File: src/rtl/core/tpp_pkg.sv
// Shared constants for the track position predictor.
// Used by every module of the block but tpp_queue; no dependencies.
package tpp_pkg;

  localparam int IN_COORD_W = 12;   // width of pos_x / pos_y on the stream
  localparam int OUT_W      = 14;   // width of predicted_x / predicted_y
  localparam int HELD_W     = 3;    // width of positions_held
  localparam int HIST_DEPTH = 5;    // positions kept per track
  localparam int STEP_CNT   = HIST_DEPTH - 1;

  localparam int S_TDATA_W  = 24;   // pos_x, pos_y
  localparam int M_TDATA_W  = 32;   // predicted_x, predicted_y, positions_held, pad

  localparam int OUT_MIN    = -8192;
  localparam int OUT_MAX    = 8191;

  localparam logic [HELD_W-1:0] HELD_ONE = 3'd1;
  localparam logic [HELD_W-1:0] HELD_MAX = 3'd5;

endpackage

File: src/rtl/core/tpp_front.sv
// Front end: accepts position words, keeps the track history and position count,
// and pushes the last steps with the newest position into the work queue.
// Depends on tpp_pkg.
module tpp_front #(
  parameter int COORD_BITS = 12
) (
  input  logic                             clk,
  input  logic                             rst,
  input  logic                             s_valid,
  output logic                             s_ready,
  input  logic                             start_track,
  input  logic [tpp_pkg::IN_COORD_W-1:0]   pos_x,
  input  logic [tpp_pkg::IN_COORD_W-1:0]   pos_y,
  output logic                             q_valid,
  input  logic                             q_ready,
  output logic [2*COORD_BITS+tpp_pkg::HELD_W+2*tpp_pkg::STEP_CNT*(COORD_BITS+1)-1:0] q_data
);
  import tpp_pkg::*;

  localparam int C       = COORD_BITS;
  localparam int D_W     = C + 1;
  localparam int IN_BITS = (C < IN_COORD_W) ? C : IN_COORD_W;

  // only four older positions are needed: the fifth-oldest drops out on the shift
  logic [C-1:0]      hist_x [STEP_CNT];
  logic [C-1:0]      hist_y [STEP_CNT];
  logic [HELD_W-1:0] held;
  logic [HELD_W-1:0] held_next;

  logic [C-1:0]          nx [HIST_DEPTH];
  logic [C-1:0]          ny [HIST_DEPTH];
  logic signed [D_W-1:0] dx [STEP_CNT];
  logic signed [D_W-1:0] dy [STEP_CNT];
  logic                  accept;

  assign s_ready = q_ready;
  assign q_valid = s_valid;
  assign accept  = s_valid & q_ready;

  always_comb begin
    nx[0] = C'(pos_x[IN_BITS-1:0]);
    ny[0] = C'(pos_y[IN_BITS-1:0]);
    for (int i = 1; i < HIST_DEPTH; i++) begin
      nx[i] = hist_x[i-1];
      ny[i] = hist_y[i-1];
    end
    for (int i = 0; i < STEP_CNT; i++) begin
      dx[i] = $signed({1'b0, nx[i]}) - $signed({1'b0, nx[i+1]});
      dy[i] = $signed({1'b0, ny[i]}) - $signed({1'b0, ny[i+1]});
    end
    if (start_track) begin
      held_next = HELD_ONE;
    end else if (held < HELD_MAX) begin
      held_next = held + HELD_ONE;
    end else begin
      held_next = HELD_MAX;
    end
  end

  // word layout, low to high: h0x, h0y, held, dx[0..3], dy[0..3]
  always_comb begin
    q_data = '0;
    q_data[C-1:0]           = nx[0];
    q_data[2*C-1:C]         = ny[0];
    q_data[2*C +: HELD_W]   = held_next;
    for (int i = 0; i < STEP_CNT; i++) begin
      q_data[2*C + HELD_W + i*D_W +: D_W]              = dx[i];
      q_data[2*C + HELD_W + (STEP_CNT+i)*D_W +: D_W]   = dy[i];
    end
  end

  always_ff @(posedge clk) begin
    if (rst) begin
      held <= '0;
    end else if (accept) begin
      held <= held_next;
    end
  end

  always_ff @(posedge clk) begin
    if (accept) begin
      for (int i = 0; i < STEP_CNT; i++) begin
        hist_x[i] <= nx[i];
        hist_y[i] <= ny[i];
      end
    end
  end

endmodule

File: src/rtl/core/tpp_queue.sv
// Two-entry queue between the front end and the arithmetic back end.
// Depends on nothing but its width parameter.
module tpp_queue #(
  parameter int WIDTH = 8
) (
  input  logic             clk,
  input  logic             rst,
  input  logic             wr_valid,
  output logic             wr_ready,
  input  logic [WIDTH-1:0] wr_data,
  output logic             rd_valid,
  input  logic             rd_ready,
  output logic [WIDTH-1:0] rd_data
);

  logic [WIDTH-1:0] mem [2];
  logic             wr_ptr;
  logic             rd_ptr;
  logic [1:0]       fill;
  logic             push;
  logic             pop;

  assign wr_ready = (fill != 2'd2);
  assign rd_valid = (fill != 2'd0);
  assign rd_data  = mem[rd_ptr];
  assign push     = wr_valid & wr_ready;
  assign pop      = rd_valid & rd_ready;

  always_ff @(posedge clk) begin
    if (rst) begin
      wr_ptr <= 1'b0;
      rd_ptr <= 1'b0;
      fill   <= 2'd0;
    end else begin
      if (push) wr_ptr <= ~wr_ptr;
      if (pop)  rd_ptr <= ~rd_ptr;
      case ({push, pop})
        2'b10:   fill <= fill + 2'd1;
        2'b01:   fill <= fill - 2'd1;
        default: fill <= fill;
      endcase
    end
  end

  always_ff @(posedge clk) begin
    if (push) mem[wr_ptr] <= wr_data;
  end

endmodule

File: src/rtl/core/tpp_back.sv
// Back end: four-stage pipeline that forms the weighted step sum, rounds the
// average by a reciprocal multiply, adds the last position and saturates.
// Depends on tpp_pkg.
module tpp_back #(
  parameter int COORD_BITS = 12
) (
  input  logic                         clk,
  input  logic                         rst,
  input  logic                         q_valid,
  output logic                         q_ready,
  input  logic [2*COORD_BITS+tpp_pkg::HELD_W+2*tpp_pkg::STEP_CNT*(COORD_BITS+1)-1:0] q_data,
  output logic                         o_valid,
  input  logic                         o_ready,
  output logic [tpp_pkg::OUT_W-1:0]    predicted_x,
  output logic [tpp_pkg::OUT_W-1:0]    predicted_y,
  output logic [tpp_pkg::HELD_W-1:0]   positions_held
);
  import tpp_pkg::*;

  localparam int C     = COORD_BITS;
  localparam int D_W   = C + 1;
  localparam int SUM_W = C + 5;
  localparam int MAG_W = C + 4;
  localparam int N_W   = C + 5;
  localparam int X_W   = C + 4;
  localparam int K     = X_W + 3;
  localparam int M_W   = K;
  localparam int P_W   = X_W + M_W;
  localparam int RES_W = C + 6;

  // floor(x / D) == (x * M) >> K for every x below 2**X_W
  localparam logic [M_W-1:0] MUL3 = M_W'((64'd1 << K) / 3 + 64'd1);
  localparam logic [M_W-1:0] MUL5 = M_W'((64'd1 << K) / 5 + 64'd1);
  localparam logic signed [RES_W-1:0] RES_MIN = RES_W'(OUT_MIN);
  localparam logic signed [RES_W-1:0] RES_MAX = RES_W'(OUT_MAX);

  logic adv1, adv2, adv3, adv4;

  // stage 1: weighted sum
  logic                    v1;
  logic signed [SUM_W-1:0] s1_sum [2];
  logic [C-1:0]            s1_h0  [2];
  logic [HELD_W-1:0]       s1_held;

  // stage 2: magnitude, rounding offset, pre-shift
  logic                    v2;
  logic [X_W-1:0]          s2_x   [2];
  logic [MAG_W-1:0]        s2_mag [2];
  logic                    s2_neg [2];
  logic [C-1:0]            s2_h0  [2];
  logic                    s2_sel5;
  logic                    s2_bypass;
  logic [HELD_W-1:0]       s2_held;

  // stage 3: reciprocal product
  logic                    v3;
  logic [P_W-1:0]          s3_prod [2];
  logic [MAG_W-1:0]        s3_mag  [2];
  logic                    s3_neg  [2];
  logic [C-1:0]            s3_h0   [2];
  logic                    s3_bypass;
  logic [HELD_W-1:0]       s3_held;

  // stage 4: output register
  logic                    v4;
  logic [OUT_W-1:0]        s4_pred [2];
  logic [HELD_W-1:0]       s4_held;

  assign adv4    = ~v4 | o_ready;
  assign adv3    = ~v3 | adv4;
  assign adv2    = ~v2 | adv3;
  assign adv1    = ~v1 | adv2;
  assign q_ready = adv1;

  assign o_valid        = v4;
  assign predicted_x    = s4_pred[0];
  assign predicted_y    = s4_pred[1];
  assign positions_held = s4_held;

  always_ff @(posedge clk) begin
    if (rst) begin
      v1 <= 1'b0;
      v2 <= 1'b0;
      v3 <= 1'b0;
      v4 <= 1'b0;
    end else begin
      if (adv1) v1 <= q_valid;
      if (adv2) v2 <= v1;
      if (adv3) v3 <= v2;
      if (adv4) v4 <= v3;
    end
  end

  // ---- stage 1 ----
  logic [HELD_W-1:0]       in_held;
  logic [HELD_W-1:0]       in_steps;
  logic [HELD_W-1:0]       wt;
  logic signed [D_W-1:0]   dstep;
  logic signed [SUM_W-1:0] de;
  logic signed [SUM_W-1:0] acc [2];

  always_comb begin
    in_held  = q_data[2*C +: HELD_W];
    in_steps = in_held - HELD_ONE;
    wt       = '0;
    dstep    = '0;
    de       = '0;
    for (int a = 0; a < 2; a++) begin
      acc[a] = '0;
      for (int i = 0; i < STEP_CNT; i++) begin
        dstep = q_data[2*C + HELD_W + (a*STEP_CNT+i)*D_W +: D_W];
        de    = SUM_W'(dstep);
        // newest step weighs most; steps past the held count weigh zero
        wt    = (in_steps > HELD_W'(i)) ? in_steps - HELD_W'(i) : '0;
        case (wt)
          3'd1:    acc[a] = acc[a] + de;
          3'd2:    acc[a] = acc[a] + (de <<< 1);
          3'd3:    acc[a] = acc[a] + de + (de <<< 1);
          3'd4:    acc[a] = acc[a] + (de <<< 2);
          default: acc[a] = acc[a];
        endcase
      end
    end
  end

  always_ff @(posedge clk) begin
    if (adv1) begin
      for (int a = 0; a < 2; a++) begin
        s1_sum[a] <= acc[a];
        s1_h0[a]  <= q_data[a*C +: C];
      end
      s1_held <= in_held;
    end
  end

  // ---- stage 2 ----
  logic [HELD_W-1:0] st2;
  logic [3:0]        den;
  logic              neg2 [2];
  logic [MAG_W-1:0]  mag2 [2];
  logic [N_W-1:0]    num2 [2];
  logic [X_W-1:0]    x2   [2];

  always_comb begin
    st2 = s1_held - HELD_ONE;
    case (st2)
      3'd2:    den = 4'd3;
      3'd3:    den = 4'd6;
      default: den = 4'd10;
    endcase
    for (int a = 0; a < 2; a++) begin
      neg2[a] = s1_sum[a][SUM_W-1];
      mag2[a] = neg2[a] ? MAG_W'(-s1_sum[a]) : MAG_W'(s1_sum[a]);
      num2[a] = {mag2[a], 1'b0} + N_W'(den);
      // n/6 = (n>>1)/3, n/12 = (n>>2)/3, n/20 = (n>>2)/5
      x2[a]   = (st2 == 3'd2) ? X_W'(num2[a] >> 1) : X_W'(num2[a] >> 2);
    end
  end

  always_ff @(posedge clk) begin
    if (adv2) begin
      for (int a = 0; a < 2; a++) begin
        s2_x[a]   <= x2[a];
        s2_mag[a] <= mag2[a];
        s2_neg[a] <= neg2[a];
        s2_h0[a]  <= s1_h0[a];
      end
      s2_sel5   <= (st2 == 3'd4);
      s2_bypass <= (st2 < 3'd2);
      s2_held   <= s1_held;
    end
  end

  // ---- stage 3 ----
  logic [M_W-1:0] mconst;

  assign mconst = s2_sel5 ? MUL5 : MUL3;

  always_ff @(posedge clk) begin
    if (adv3) begin
      for (int a = 0; a < 2; a++) begin
        s3_prod[a] <= s2_x[a] * mconst;
        s3_mag[a]  <= s2_mag[a];
        s3_neg[a]  <= s2_neg[a];
        s3_h0[a]   <= s2_h0[a];
      end
      s3_bypass <= s2_bypass;
      s3_held   <= s2_held;
    end
  end

  // ---- stage 4 ----
  logic [MAG_W-1:0]        q4   [2];
  logic signed [RES_W-1:0] hx4  [2];
  logic signed [RES_W-1:0] qx4  [2];
  logic signed [RES_W-1:0] r4   [2];
  logic [OUT_W-1:0]        sat4 [2];

  always_comb begin
    for (int a = 0; a < 2; a++) begin
      // zero or one step: divisor is one, quotient is the magnitude
      q4[a]  = s3_bypass ? s3_mag[a] : MAG_W'(s3_prod[a] >> K);
      hx4[a] = RES_W'(s3_h0[a]);
      qx4[a] = RES_W'(q4[a]);
      r4[a]  = s3_neg[a] ? hx4[a] - qx4[a] : hx4[a] + qx4[a];
      if (r4[a] < RES_MIN) begin
        sat4[a] = OUT_W'(RES_MIN);
      end else if (r4[a] > RES_MAX) begin
        sat4[a] = OUT_W'(RES_MAX);
      end else begin
        sat4[a] = OUT_W'(r4[a]);
      end
    end
  end

  always_ff @(posedge clk) begin
    if (adv4) begin
      for (int a = 0; a < 2; a++) begin
        s4_pred[a] <= sat4[a];
      end
      s4_held <= s3_held;
    end
  end

endmodule

File: src/rtl/core/track_position_predictor.sv
// Top level of the track position predictor: front end, work queue, back end.
// Depends on tpp_pkg, tpp_front, tpp_queue and tpp_back.
//
// Usage
//   Input stream (s_*): one word per frame with the tracked object's centre.
//     s_tuser set starts a new track with this position.
//   Output stream (m_*): one word per input word, in order, with the
//     predicted next centre and the number of positions it was based on.
//   Path: a word accepted on the input is stored in the queue, then passes
//     the back-end registers (weighted sum, rounding set-up, reciprocal multiply,
//     add and saturate) and shows on m_tvalid; m_tready low holds it there.
//   Throughput: one word per cycle while m_tready is high; the history update in
//     the front end keeps pace with every word and the back end is fully pipelined.
//   Stall: when m_tready is low the back pipeline holds its words, the
//     two-entry queue fills, and s_tready drops only once the queue is full.
//   Reset: rst (synchronous) empties the queue and pipeline and clears the
//     position count, so the first word after reset always starts a track.
module track_position_predictor #(
  parameter int COORD_BITS = 12
) (
  input  logic                           clk,
  input  logic                           rst,
  input  logic                           s_tvalid,
  output logic                           s_tready,
  input  logic [tpp_pkg::S_TDATA_W-1:0]  s_tdata,   // pos_x[11:0], pos_y[23:12]
  input  logic                           s_tuser,   // start_track
  output logic                           m_tvalid,
  input  logic                           m_tready,
  output logic [tpp_pkg::M_TDATA_W-1:0]  m_tdata    // predicted_x[13:0], predicted_y[27:14],
                                                    // positions_held[30:28], zero[31]
);
  import tpp_pkg::*;

  localparam int ENTRY_W = 2*COORD_BITS + HELD_W + 2*STEP_CNT*(COORD_BITS+1);

  logic               fq_valid, fq_ready;
  logic [ENTRY_W-1:0] fq_data;
  logic               qb_valid, qb_ready;
  logic [ENTRY_W-1:0] qb_data;
  logic [OUT_W-1:0]   predicted_x;
  logic [OUT_W-1:0]   predicted_y;
  logic [HELD_W-1:0]  positions_held;

  tpp_front #(.COORD_BITS(COORD_BITS)) u_front (
    .clk         (clk),
    .rst         (rst),
    .s_valid     (s_tvalid),
    .s_ready     (s_tready),
    .start_track (s_tuser),
    .pos_x       (s_tdata[IN_COORD_W-1:0]),
    .pos_y       (s_tdata[2*IN_COORD_W-1:IN_COORD_W]),
    .q_valid     (fq_valid),
    .q_ready     (fq_ready),
    .q_data      (fq_data)
  );

  tpp_queue #(.WIDTH(ENTRY_W)) u_queue (
    .clk      (clk),
    .rst      (rst),
    .wr_valid (fq_valid),
    .wr_ready (fq_ready),
    .wr_data  (fq_data),
    .rd_valid (qb_valid),
    .rd_ready (qb_ready),
    .rd_data  (qb_data)
  );

  tpp_back #(.COORD_BITS(COORD_BITS)) u_back (
    .clk            (clk),
    .rst            (rst),
    .q_valid        (qb_valid),
    .q_ready        (qb_ready),
    .q_data         (qb_data),
    .o_valid        (m_tvalid),
    .o_ready        (m_tready),
    .predicted_x    (predicted_x),
    .predicted_y    (predicted_y),
    .positions_held (positions_held)
  );

  assign m_tdata = {1'b0, positions_held, predicted_y, predicted_x};

endmodule

File: config.mk
export PLATFORM = sky130hd
export DESIGN_NAME = track_position_predictor
export DESIGN_NICKNAME = d
export VERILOG_FILES = /design/src/rtl/core/tpp_pkg.sv /design/src/rtl/core/tpp_front.sv /design/src/rtl/core/tpp_queue.sv /design/src/rtl/core/tpp_back.sv /design/src/rtl/core/track_position_predictor.sv
export SDC_FILE = /design/constraint.sdc
export NUM_CORES = 2
export LEC_CHECK = 0
export BUFFER_PORTS_ARGS = -buffer_cell sky130_fd_sc_hd__buf_2
export CAP_MARGIN = 20
export CORE_MARGIN = 2
export CORE_UTILIZATION = 55
export CTS_BUF_LIST = sky130_fd_sc_hd__clkbuf_8
export CTS_CLUSTER_DIAMETER = 30
export DETAILED_ROUTE_END_ITERATION = 12
export GPL_ROUTABILITY_DRIVEN = 0
export PLACE_DENSITY = 0.7
export SYNTH_ARGS = -nofsm -noshare
export SYNTH_HDL_FRONTEND = slang
export SYNTH_HIERARCHICAL = 1
export SYNTH_SLANG_ARGS = --single-unit
File: constraint.sdc
create_clock -name clk -period 14.7 [get_ports clk]
set_clock_uncertainty 0.1 [all_clocks]
set_input_delay 0.735 -clock clk [delete_from_list [all_inputs] [get_ports clk]]
set_output_delay 0.735 -clock clk [all_outputs]
set_load 0.05 [all_outputs]
==> qor.yml <==
syn_inst: 5670
port-buffer-count: 61
slew_headroom_pct: 27.7
clock_latency_ns: 0.82
finalHoldViolCount: 0
critPathLaunchType: "flop"
drt_wl_total_um: 146000
postRouteAntennaNets: 0
worst_path_largest_cell_delay_ns: 0.71
synth-edff-count: 637
cts.sink_count: 649
rsz0062_at_grt: "false"
coreArea_mm2: 0.103
status: "finished clean"
cts_tree: "done"
routedWlPerCell_um: 20.0
seq_area_frac_synth_pct: 33.8
initial_core_util_pct: 55.4
globalRouteOverflowTotal: 0
tns_ns: 0
synth_flop_cell: "edfxtp_1"
dieArea_mm2: 0.107
die_x_um: 327
drt_iter0_drc: 3647
async_reset_ff_share_pct: 0
htreeDepth: 4
area_growth_pct: 8.57
critical_path.endpoint_type: "flop"
critPathRequiredTime_ns: 15.13
cts-root-buf: "clkbuf_8"
hpwl_um: 114000
final_nets: 6796
drt-vias-per-instance: 5.88
final-max-slew-violation-count: 0
post_cts_buffers: 0
layout_common_cells: "inv_1 (723), ha_1 (698), edfxtp_1 (637)"
final_common_cell: "inv_1"
critPathSlowestCell: "dfxtp_4"
critPathArrivalTime_ns: 13.71
dr_total_vias: 42900
ys_seq_elements: 649
drt_pass1_iterations: 8
setup_violations: 0
post_cts_resized: 0
clkSlewWorstSetupHoldPaths_ns: 0.06
hp-class: "input port to flop"
cts_hold_buffers: 2
grt_use_total_pct: 27.2
crit_buf_inv: 3
cp_top_family: "compound AO/OA/AOI/OAI gates"
fin_crit_sh_pct: 90.3
cts_made_buffers: 141
syn_area_per_cell_um2: 10.1
crit_top_cell: "ha_1"
io_pins: 63
die_y_um: 327
cap_violations: 0
drcViolationCount: 0
antenna_found_initial: 4
yosys_warnings: 6
fmax_mhz: 75.3
period_needed_ns: 13.28
tightestPinTransition_ns: 1.08
grt_pass1_wl_um: 228000
cts_buffer_depth: 3
final_layout_size_suffix_gt1_share_pct: 9.27
synth_cell_types: 100
fp-row-count: 118
synth_area_mm2: 0.0574
grt_pass1_vias: 42300
grt_max_degree: 73
critPathKind: "flop to flop"
worstPathMaxFanout: 41
[per-stage QoR]
stage	hold WS [ns]	setup slack (ns)	area [um2]	utilization (%)	cells
2_1_floorplan	0.300	3.31	57500	-	5694
3_3_place_gp	0.301	1.95	59200	57.2	7031
3_5_place_dp	0.305	1.63	59200	57.2	7031
4_1_cts	0.00235	1.61	62300	60.2	7293
5_1_grt	0.0234	0.447	62300	60.2	7299
6_report	0.0720	1.42	62300	60.2	7299
[routing by layer]
metal	track usage, %	part of all wire [%]
met1	34.9	41
met2	45.5	48
met3	4.06	6.5
met4	12.4	4.6
met5	0	0
[worst paths after layout]
| path | startpoint | to | slack, ns | cells after the start |
|---|---|---|---|---|
| worst max-delay path | flop | u_back/s1_sum[0][33]$_DFFE_PP_ | 1.42 | 54 |
| worst min-delay path | s_tdata[21] | u_front/hist_y[0][9]$_DFFE_PP_ | 0.07 | 1 |
| worst max register to register | flop | u_back/s1_sum[0][33]$_DFFE_PP_ | 1.42 | 54 |
| worst min register to register | u_back/s2_mag[0][15]$_DFFE_PP_ | u_back/s3_mag[0][15]$_DFFE_PP_ | 0.31 | 0 |
[kinds of logic after synthesis]
kind of cell               Yosys count  share of synthesized area, %
other                                3                        0.0196
adders and majority gates          970                          24.7
and+or+nand+nor                   1205                          9.85
AOI/OAI and AO/OA                 1391                          15.9
DFF                                649                          33.8
xor gates and xnor gates           397                          6.10
muxes                              193                          3.68
buffers and inverters              862                          6.04
[state kept, by name, summed over array words and instances (netlist names), 28 cells and up, named ones only]
signal,flops
u_front/hist_x,48
u_back/s1_sum,34
u_back/s2_x,32
u_queue/mem,262
u_back/s2_mag,32
u_back/s4_pred,28
u_back/s3_mag,32
u_back/s3_prod,30
u_front/hist_y,48
[synth_stat cells, drive strengths merged (48+ instances only)]
cell | instances | share of area [%]
buf | 62 | 0.80
a21o | 120 | 1.6
nor3 | 96 | 0.84
inv | 709 | 4.6
nor2b | 91 | 0.99
o21ai | 327 | 2.9
o21a | 61 | 0.80
nor2 | 367 | 2.4
nand2 | 344 | 2.3
clkbuf | 91 | 0.60
nand3 | 69 | 0.60
xnor2 | 246 | 3.8
ha | 698 | 15
edfxtp | 637 | 33
mux2i | 48 | 0.84
nand2b | 56 | 0.61
fa | 272 | 9.5
mux2 | 145 | 2.8
o21bai | 60 | 0.78
xor2 | 150 | 2.3
a21oi | 392 | 3.4
[layout make-up]
| type | instances | area [um2] |
|---|---|---|
| antenna | 5 | 12.5 |
| clock buffer | 143 | 1970 |
| clock inverter | 117 | 1140 |
| fill | 8623 | 41200 |
| inverter | 709 | 2670 |
| multi-input combinational | 4183 | 34700 |
| sequential | 649 | 19400 |
| tap | 1380 | 1730 |
| timing repair buffer | 113 | 701 |
Power is not shown: default switching activity piles up to over one toggle a cycle in this logic, so the estimate is an artifact.
